$ cat src/rtl/cv3_pkg.sv
// ----------------------------------------------------------------------------
// cv3_pkg: shared types and constants of the 3x3 convolution filter
// Widths of pixels, coefficients, partial sums and stream words, register
// indexes and the column types that move along the window cell chain.
// ----------------------------------------------------------------------------
`timescale 1ns / 1ps

package cv3_pkg;

  // Image geometry
  localparam int MAX_WIDTH  = 1024;
  localparam int MAX_HEIGHT = 4096;
  localparam int MASK_SIZE  = 3;
  localparam int COL_W      = $clog2(MAX_WIDTH);
  localparam int ROW_W      = $clog2(MAX_HEIGHT);

  // Arithmetic widths
  localparam int PIX_W  = 8;
  localparam int COEF_W = 16;
  localparam int PROD_W = 24;
  localparam int CSUM_W = 26;
  localparam int SUM_W  = 28;

  // Configuration port
  localparam int CFG_IDX_W    = 3;
  localparam int CFG_DATA_W   = 48;
  localparam int WIDTH_REG_W  = 11;
  localparam int HEIGHT_REG_W = 13;

  localparam logic [CFG_IDX_W-1:0] REG_IMAGE_WIDTH  = 3'd0;
  localparam logic [CFG_IDX_W-1:0] REG_IMAGE_HEIGHT = 3'd1;
  localparam logic [CFG_IDX_W-1:0] REG_MASK_TOP     = 3'd2;
  localparam logic [CFG_IDX_W-1:0] REG_MASK_MID     = 3'd3;
  localparam logic [CFG_IDX_W-1:0] REG_MASK_BOT     = 3'd4;

  localparam logic [CFG_DATA_W-1:0] MASK_TOP_RESET = 48'd0;
  localparam logic [CFG_DATA_W-1:0] MASK_MID_RESET = 48'd16777216;
  localparam logic [CFG_DATA_W-1:0] MASK_BOT_RESET = 48'd0;

  // Stream words
  localparam int S_TDATA_W = 8;
  localparam int M_TDATA_W = 56;

  // One column of the window: rows top to bottom
  typedef struct packed {
    logic [PIX_W-1:0] top;
    logic [PIX_W-1:0] mid;
    logic [PIX_W-1:0] bot;
  } pix_col_t;

  // One column of the mask
  typedef struct packed {
    logic [COEF_W-1:0] top;
    logic [COEF_W-1:0] mid;
    logic [COEF_W-1:0] bot;
  } coef_col_t;

  // One line buffer entry: the two previous rows at a column
  typedef struct packed {
    logic [PIX_W-1:0] newer;
    logic [PIX_W-1:0] older;
  } line_pair_t;

  // Per-request control travelling down the pipeline
  typedef struct packed {
    logic             emit;
    logic             last;
    logic [ROW_W-1:0] orow;
    logic [COL_W-1:0] ocol;
  } meta_t;

endpackage

$ cat src/rtl/cv3_cell.sv
// ----------------------------------------------------------------------------
// cv3_cell: one window column cell
// Holds one column of the 3x3 window, hands it to its left neighbor on each
// pixel, and multiplies it by its mask column into a registered column sum.
// ----------------------------------------------------------------------------
`timescale 1ns / 1ps

module cv3_cell (
  input  logic                        clk,
  input  logic                        rst,
  input  logic                        en,
  input  logic                        shift,
  input  cv3_pkg::pix_col_t           pix_in,
  input  cv3_pkg::coef_col_t          coef,
  output cv3_pkg::pix_col_t           pix_out,
  output logic signed [cv3_pkg::CSUM_W-1:0] col_sum
);
  import cv3_pkg::*;

  pix_col_t                 pix;
  logic signed [PROD_W:0]   mul_top;
  logic signed [PROD_W:0]   mul_mid;
  logic signed [PROD_W:0]   mul_bot;
  logic signed [PROD_W-1:0] prod_top;
  logic signed [PROD_W-1:0] prod_mid;
  logic signed [PROD_W-1:0] prod_bot;

  // Shift the window column in from the right neighbor
  always_ff @(posedge clk) begin
    if (rst) begin
      pix <= '0;
    end else if (shift) begin
      pix <= pix_in;
    end
  end

  assign pix_out = pix;

  // Unsigned pixel times signed coefficient
  assign mul_top = $signed({1'b0, pix.top}) * $signed(coef.top);
  assign mul_mid = $signed({1'b0, pix.mid}) * $signed(coef.mid);
  assign mul_bot = $signed({1'b0, pix.bot}) * $signed(coef.bot);

  // Register products, then the column sum
  always_ff @(posedge clk) begin
    if (en) begin
      prod_top <= mul_top[PROD_W-1:0];
      prod_mid <= mul_mid[PROD_W-1:0];
      prod_bot <= mul_bot[PROD_W-1:0];
      col_sum  <= CSUM_W'(prod_top) + CSUM_W'(prod_mid) + CSUM_W'(prod_bot);
    end
  end

endmodule
$ cat config.mk
export PLATFORM = sky130hd
export DESIGN_NAME = cv3_cell
export DESIGN_NICKNAME = d
export VERILOG_FILES = /design/src/rtl/cv3_pkg.sv /design/src/rtl/cv3_cell.sv
export SDC_FILE = /design/constraint.sdc
export NUM_CORES = 1
export LEC_CHECK = 0
export ABC_AREA = 1
export CORE_MARGIN = 2
export CORE_UTILIZATION = 35
export CTS_BUF_LIST = sky130_fd_sc_hd__clkbuf_4 sky130_fd_sc_hd__clkbuf_8
export DETAILED_ROUTE_END_ITERATION = 16
export DONT_BUFFER_PORTS = 1
export PLACE_DENSITY = 0.55
export SYNTH_ARGS = -nofsm -noshare
export SYNTH_HDL_FRONTEND = slang
export SYNTH_SLANG_ARGS = --single-unit
$ cat constraint.sdc
create_clock -name clk -period 8 [get_ports clk]
set_input_delay 1.6 -clock clk [delete_from_list [all_inputs] [get_ports clk]]
set_output_delay 1.6 -clock clk [all_outputs]
set_load 0.02 [all_outputs]
* Word-level counts from Yosys, hierarchy flattened
Index checks and enable logic that the tools add are counted.
Word-level totals: register bits after elaboration 122, output and inout bits 50
Cells by class: add/sub/neg operators 2, $mul 3
Operators by type and width (number):
- $mul 9x16->24 | 3
- $add 25x24->26 | 1
- $add 24x24->25 | 1

* Longest topological paths before layout
Gate-level depths: netlist of run 1.
word-level depth 2, gate-level depth with buffers 24

* Least setup slack after synthesis of run 1
Ideal clock, no wire load.
path kind in2reg, start input coef[15] in the netlist's numbering, end register prod_bot[23] (data pin), setup time 0.254 ns, data arrival time 5.173 ns, required time 7.746 ns, setup slack 2.574 ns, stages 18, buffers on the path 1, cells stage by stage clkbuf_1 -> nand2_1 -> fa_1 -> fa_1 -> inv_1 -> fa_1 -> inv_1 -> fa_1 -> inv_1 -> ha_1 -> nand2_2 -> inv_1 -> nand2_1 -> nand3_1 -> a21oi_1 -> nand3_1 -> nand2_1 -> nand2_1
On the way: cells in the longest elaborated chain, start to end 1
RTL lines:
- from (decl) | line cv3_cell.sv:14 | input cv3_pkg::coef_col_t coef,
- $mul 9x16->24 | line cv3_cell.sv:42 | assign mul_bot = $signed({1'b0, pix.bot}) * $signed(coef.bot);
- named net mul_bot[23] | line cv3_cell.sv:23 | logic signed [PROD_W:0] mul_bot;
- to (signal assigned) | line cv3_cell.sv:49 | prod_bot <= mul_bot[PROD_W-1:0];
- to (decl) | line cv3_cell.sv:26 | logic signed [PROD_W-1:0] prod_bot;
The timed path passes the listed nets, and every way through them passes these cells. A chain may end at the register's enable or synchronous reset.

* Final worst setup path of run 1
start register pix, in the netlist pix_out[8], end register prod_mid[18] (data pin)
On the way: cells in the longest elaborated chain, start to end 1
RTL lines:
- from (decl) | line cv3_cell.sv:20 | pix_col_t pix;
- from (signal assigned) | line cv3_cell.sv:33 | pix <= pix_in;
- $mul 9x16->24 | line cv3_cell.sv:41 | assign mul_mid = $signed({1'b0, pix.mid}) * $signed(coef.mid);
- named net mul_mid[18] | line cv3_cell.sv:22 | logic signed [PROD_W:0] mul_mid;
- to (signal assigned) | line cv3_cell.sv:48 | prod_mid <= mul_mid[PROD_W-1:0];
- to (decl) | line cv3_cell.sv:25 | logic signed [PROD_W-1:0] prod_mid;
The timed path passes the listed nets, and every way through them passes these cells.

==> results of run 1 <==
[final cells by class]
class / instances / area [um2] / share of cell area (%)
repair buffers: 1 / 7.507 / 0.03415
clock inverters: 14 / 168.9 / 0.7684
clock buffers: 18 / 241.5 / 1.099
inverters: 797 / 2992 / 13.61
well taps: 773 / 967.2 / 4.400
flip-flops and latches: 122 / 3423 / 15.57
multi-input cells: 1766 / 14180 / 64.50
diodes: 1 / 2.502 / 0.01138
[sequential cells by signal, summed over array words and instances, names as in the netlist]
name      count
col_sum      26
pix_out      24
prod_bot     24
prod_mid     24
prod_top     24
[kinds of logic after synthesis]
| logic type | share of synthesized area, % |
|---|---|
| adder cells (fa/ha/maj) | 40.84 |
| AO/OA/AOI/OAI | 2.659 |
| buffers and inverters | 16.13 |
| AND/OR/NAND/NOR | 21.77 |
| flip-flops | 16.31 |
| XOR/XNOR | 2.295 |
[power by group]
group | internal, mW | switching [mW]
combinational | 1.02 | 1.88
clock | 0.311 | 0.277
sequential | 0.995 | 0.225
total | 2.32 | 2.39
[worst paths after layout]
kind,start,to,slack [ns],depth (start not counted)
setup / recovery,pix_out[8]$_SDFFE_PP0P_,prod_mid[18]$_DFFE_PP_,2.85,16
hold / removal,pix_out[11]$_SDFFE_PP0P_,pix_out[11]$_SDFFE_PP0P_,0.48,2
setup reg to reg,pix_out[8]$_SDFFE_PP0P_,prod_mid[18]$_DFFE_PP_,2.85,16
hold reg to reg,pix_out[11]$_SDFFE_PP0P_,pix_out[11]$_SDFFE_PP0P_,0.48,2
[layout by cell type (no fill, tap or decap), types with 3 or more instances in the layout]
master / Yosys / layout
nand3_2: 5 / 5
xnor2_1: 8 / 8
o21bai_1: 3 / 3
clkinvlp_4: 0 / 3
inv_1: 794 / 794
nor2_4: 3 / 3
edfxtp_1: 98 / 98
nor2_2: 10 / 10
bufinv_16: 0 / 3
nand3b_1: 8 / 8
o21a_1: 5 / 5
ha_1: 165 / 165
a21oi_1: 81 / 81
nor3_1: 3 / 3
nor3_2: 3 / 3
nand2_2: 14 / 14
o21ai_0: 13 / 13
nand3_1: 88 / 88
nand4_1: 23 / 23
dfxtp_1: 24 / 24
xor2_1: 47 / 47
nand2_1: 863 / 863
clkbuf_8: 0 / 17
inv_2: 3 / 3
fa_1: 325 / 325
nor2_1: 89 / 89
inv_6: 0 / 3
[per-stage QoR]
stage                     total power, mW  hold WS (ns)
final                               4.710        0.4753
after global routing                5.247        0.4968
after CTS                           4.769        0.4777
after detailed placement            4.153        0.4543
after global placement              4.134        0.4509
after floorplan                     3.367        0.6803
[per-layer routing]
layer / wire length, um / global-route usage [%]
met5: 0 / 0
met4: 473 / 3.359
met3: 2253 / 2.717
met2: 23600 / 28.68
met1: 23580 / 23.23
[worst register-to-register path, delay by kind of cell (launching register included)]
| kind | cells | cell delay, ns |
|---|---|---|
| adder cells (fa/ha/maj) | 5 | 2.61 |
| buffers and inverters | 4 | 0.24 |
| flip-flops | 1 | 1.05 |
| AND/OR/NAND/NOR | 7 | 0.99 |
==> key figures, run 1 <==
STA
  • Endpoints failing setup: 0
  • Worst slew pin tran: ~1.1 ns
  • Post-route minimum period: about 5 ns
  • Period utilization: 64.31%
  • Final Hold Viols: 0
  • Max_slew headroom: between 20% and 30%
  • Layout Skew: 0.01451 ns
  • RSZ-0062 raised after global routing: no
  • Slew Limit Fails: 0
  • Fmax: 0.1944 GHz
  • Setup ws final: around 2.9 ns
  • Final setup TNS: 0 ns

Pwr
  • Leakage: about 13 nW
  • Power density over cell area: 214.3 mW/mm2
  • VDD IR max: 148.8 uV

Logic synthesis
  • Synthesized net count: 3354
  • Post-synthesis sequential area ratio: 16.31%
  • Synthesized flop and latch total: 122
  • Post-synth top area cell: fa_1
  • Synth area leaders: fa_1 31%, nand2_1 15%, inv_1 14%, edfxtp_1 14%, ha_1 9.8%
  • Library cells used by synthesis: 34
  • Yosys warns: 0
  • Mean Syn Cell Area: 7.528 um2
  • Synth Cell Area: between 0.02 and 0.025 mm2
  • Most common cell in the netlist: nand2_1
  • EDFF count, synth: approximately 100
  • Synth cell count leaders: 863 x nand2_1, 794 x inv_1, 325 x fa_1
  • Yosys top cell area share: 31.00%
  • Async SR Flop Fraction: 0%
  • Top FF cell, synth: edfxtp_1
  • Post-Synthesis Cells: approximately 2800

Placement
  • Setup WS pre-CTS: 2.405 ns
  • I/O Buffers: 0
  • DP Area: 0.02157 mm2
  • GP Congestion: between 0.8 and 0.9
  • Hpwl dp: 42570 um
  • Placed instance count: 3459

Global route
  • Overall Global Routing Usage: 17.05%
  • Initial antenna violation count: 0
  • First-pass GRT wire length: 85320 um
  • Grt total ovfl: 0
  • Number of global-route vias before repair: 16986
  • Largest net degree at the start of global routing: 99

Die
  • Io pins: ~130
  • Die W: between 200 and 250 um
  • Die area: roughly 0.062 mm2
  • Core region area: between 0.05 and 0.06 mm2
  • Die Height: 248.9 um
  • Initial Utilization: 35.49%
  • Site Rows: 89

Clock network
  • Setup Buffers After CTS: 0
  • Worst-skew pair later-pin latency: between 0.5 and 0.6 ns
  • CTS max path bufs: 2
  • Cts hold-fix bufs: 0
  • CTS tree: built
  • Post_cts resized: 0
  • Root Buffer: clkbuf_8
  • Total clock buffers created by CTS: 17
  • CTS Sinks: 122
  • Worst-path clk slew: approximately 0.070 ns
  • CTS H-tree lvls: 4

Critical path
  • Cell Chain, Critical Path: nand2_1 > fa_1 > fa_1 > inv_1 > fa_1 > inv_1 > fa_1 > inv_1 > ha_1 > nand2_1 > nor2_1 > inv_1 > nor2_1 > nor2_1 > nand3_1 > nand2_1
  • Crit-path max cell delay: 1.05 ns
  • Worst Path Max Fanout: 18
  • Bufs and invs on worst path: 4
  • CP max stage cell: dfxtp_1
  • Critical path data required time: 8.25 ns
  • Critical path startpoint category: flop
  • Worst path top cell family by delay: adder cells
  • Crit path kind: flop to flop
  • CP arrival: around 5.4 ns
  • Critical Path Sink Type: flop

Route
  • Vias per Instance: about 4.6
  • Routed vias: around 16000
  • Wire per inst: 14.29 um
  • Antenna-violating nets left: 0
  • Routed WL: about 50000 um
  • Initial DRC count: 772
  • Post-route DRC: 0
  • TritonRoute pass-1 iters: 5

Job
  • Max-cap viol count: 0

Status
  • Status: completed

Finish
  • Fin area: 0.02198 mm2
  • Final core utilization: 37.17%
  • Layout Cells excl Fill: roughly 3500
  • Layout Nets: 3271
  • Fillers: 6147
  • Layout area overhead: 4.734%
  • Fraction of layout cells with a size suffix above 1: 2.759%

Hold path
  • Worst hold path class: flop to flop
Power figures use the tool's default switching activity.
==> inputs of run 2 (changes only) <==
==> constraint.sdc (replaced) <==
create_clock -name clk -period 4.9 [get_ports clk]
set_input_delay 0.98 -clock clk [delete_from_list [all_inputs] [get_ports clk]]
set_output_delay 0.98 -clock clk [all_outputs]
set_load 0.02 [all_outputs]
==> run 2 against run 1 <==
Against the previous run: non-clock buffer count up 42; design area rose by 1.3%; critical path depth increased by 1; sequential power rose by 61%; core utilization increased by 0.50 points; largest cell class unchanged; highest routed layer unchanged.
==> key figures, run 2 (synthesis results as in run 1) <==
Status
  • Status: completed (unchanged)

Critical path
  • FF-to-FF Start: pix_out[4]$_SDFFE_PP0P_ (was pix_out[8]$_SDFFE_PP0P_)
  • Reg2Reg Setup Slack: 0.28 ns (was 2.85 ns)
  • Bufs and invs on worst path: 4 (unchanged)
  • Crit path launch: pix_out[4]$_SDFFE_PP0P_ (was pix_out[8]$_SDFFE_PP0P_)
  • Critical path data required time: 5.15 ns (was 8.25 ns)
  • Crit path kind: flop to flop (unchanged)
  • Worst Path Max Fanout: 13 (was 18)
  • Critical Path Sink Type: flop (unchanged)
  • CP arrival: 4.87 ns (was 5.40 ns)
  • Cell Chain, Critical Path: buf_4 > nand2_1 > fa_1 > fa_1 > inv_1 > fa_1 > inv_1 > fa_1 > inv_1 > ha_1 > nand2_1 > nor2_1 > nand2_1 > o211ai_1 > nand2_1 > nand3_1 > nand2_1 (was nand2_1 > fa_1 > fa_1 > inv_1 > fa_1 > inv_1 > fa_1 > inv_1 > ha_1 > nand2_1 > nor2_1 > inv_1 > nor2_1 > nor2_1 > nand3_1 > nand2_1)
  • CP dominant cell by count: nand2_1
  • Critical path startpoint category: flop (unchanged)
  • CP max stage cell: dfxtp_1 (unchanged)
  • Crit-path max cell delay: 0.74 ns (was 1.05 ns)
  • Worst path top cell family by delay: adder cells (unchanged)

STA
  • Period utilization: 94.27% (was 64.31%)
  • Fmax: 0.2165 GHz (was 0.1944 GHz)
  • Worst Hold Slack: 0.5138 ns (was 0.4753 ns)
  • Final Hold Viols: 0 (unchanged)
  • Setup ws final: 0.2809 ns (was 2.855 ns)
  • Worst slew pin tran: 0.9965 ns (was 1.122 ns)
  • Slew Limit Fails: 0 (unchanged)
  • Layout Skew: 0.01959 ns (was 0.01451 ns)
  • Final setup TNS: 0 ns (unchanged)
  • Endpoints failing setup: 0 (unchanged)
  • Post-route minimum period: 4.619 ns (was 5.145 ns)
  • Max_slew headroom: 33.49% (was 25.08%)
  • RSZ-0062 raised after global routing: no (unchanged)

Finish
  • Flip-flop count of the largest register after layout: 26 (unchanged)
  • Area of the multi-input gates: 0.01418 mm2 (unchanged)
  • Most frequent cells in the layout: 863 x nand2_1, 794 x inv_1, 325 x fa_1, 165 x ha_1, 98 x edfxtp_1 (unchanged)
  • Commonest non-fill, non-tap cell in the layout: nand2_1 (unchanged)
  • Final core utilization: 37.67% (was 37.17%)
  • Layout Cells excl Fill: 3533 (was 3492)
  • Reg area: 0.003438 mm2 (was 0.003423 mm2)
  • ANT cells: 0 (was 1)
  • Fillers: 6190 (was 6147)
  • Fin area: 0.02228 mm2 (was 0.02198 mm2)
  • Layout area overhead: 6.134% (was 4.734%)
  • Layout Nets: 3313 (was 3271)
  • Fraction of layout cells with a size suffix above 1: 4.638% (was 2.759%)
  • Largest Register: col_sum (unchanged)

Route
  • Post-route DRC: 0 (unchanged)
  • Initial DRC count: 753 (was 772)
  • Routed WL: 50940 um (was 49910 um)
  • Routed vias: 16041 (was 16025)
  • Wire per inst: 14.42 um (was 14.29 um)
  • Antenna-violating nets left: 0 (unchanged)
  • Vias per Instance: 4.540 (was 4.589)
  • TritonRoute pass-1 iters: 4 (was 5)

Pwr
  • Power, Total: 7.689 mW (was 4.710 mW)
  • Power density over cell area: 345.2 mW/mm2 (was 214.3 mW/mm2)
  • Leakage: 13.16 nW (was 12.96 nW)
  • VDD IR max: 248.7 uV (was 148.8 uV)

Clock network
  • CTS Sinks: 122 (unchanged)
  • Total clock buffers created by CTS: 17 (unchanged)
  • Cts hold-fix bufs: 0 (unchanged)
  • Root Buffer: clkbuf_8 (unchanged)
  • CTS H-tree lvls: 4 (unchanged)
  • Worst-path clk slew: 0.09 ns (was 0.07 ns)
  • CTS max path bufs: 2 (unchanged)
  • Worst-skew pair later-pin latency: 0.52 ns (was 0.51 ns)
  • CTS tree: built (unchanged)

Die
  • Die W: 248.9 um (unchanged)
  • Die area: 0.06194 mm2 (unchanged)
  • Io pins: 126 (unchanged)
  • Core region area: 0.05913 mm2 (unchanged)
  • Site Rows: 89 (unchanged)
  • Initial Utilization: 35.49% (unchanged)
  • Die Height: 248.9 um (unchanged)

Placement
  • DP Area: 0.02190 mm2 (was 0.02157 mm2)
  • Placed instance count: 3501 (was 3459)
  • Hpwl dp: 43720 um (was 42570 um)
  • GP Congestion: 0.8798 (was 0.8651)
  • I/O Buffers: 0 (unchanged)
  • Setup WS pre-CTS: 0.005686 ns (was 2.405 ns)

Global route
  • Largest net degree at the start of global routing: 99 (unchanged)
  • Grt total ovfl: 0 (unchanged)
  • Overall Global Routing Usage: 17.38% (was 17.05%)
  • First-pass GRT wire length: 86450 um (was 85320 um)
  • Number of global-route vias before repair: 16774 (was 16986)
  • Initial antenna violation count: 0 (unchanged)

Hold path
  • Worst hold path class: input port to flop (was flop to flop)
  • Min-delay src: rst (was pix_out[11]$_SDFFE_PP0P_)

Job
  • Max-cap viol count: 0 (unchanged)
run 2: changes by cell type in the layout (fill, tap and decap cells not counted), sizes merged:
cell	delta
clkinvlp	+1
clkinv	+1
bufinv	-2
diode	-1
buf	+42
run 2: final cells by class:
| class | instances | area share [%] |
|---|---|---|
| well taps | 773 | 4.342 |
| multi-input cells | 1766 | 63.65 |
| flip-flops and latches | 122 | 15.44 |
| clock buffers | 18 | 1.084 |
| clock inverters | 14 | 0.5505 |
| repair buffers | 43 | 1.505 |
| inverters | 797 | 13.43 |
run 2: path summary, 6_finish.rpt:
| path | depth (start not counted) | end |
|---|---|---|
| setup / recovery | 17 | prod_bot[20]$_DFFE_PP_ |
| hold / removal | 1 | pix_out[8]$_SDFFE_PP0P_ |
| setup reg to reg | 17 | prod_bot[20]$_DFFE_PP_ |
| hold reg to reg | 2 | pix_out[23]$_SDFFE_PP0P_ |
run 2: routing by layer:
metal / GRT usage [%] / routed length, um
met5: 0 / 0
met1: 23.66 / 24350
met3: 2.769 / 1771
met4: 3.255 / 520
met2: 29.36 / 24290
run 2: worst register-to-register path, delay by kind of cell (launching register included):
family                   cells  cell delay [ns]
flip-flops                   1             0.74
AO/OA/AOI/OAI                1             0.16
buffers and inverters        4             0.41
adder cells (fa/ha/maj)      5             2.30
AND/OR/NAND/NOR              7             0.74
run 2: power breakdown:
| group | switching (mW) | internal, mW | total, mW |
|---|---|---|---|
| logic | 3.16 | 1.69 | 4.85 |
| registers | 0.339 | 1.63 | 1.97 |
| clock network | 0.472 | 0.405 | 0.877 |
| total | 3.97 | 3.72 | 7.69 |
run 2: timing repair:
item                                    CTS  global route
endpoints found under the hold margin     0             0
resized for setup                         0            12
setup buffers                             0             0
endpoints found under the setup margin    0            22
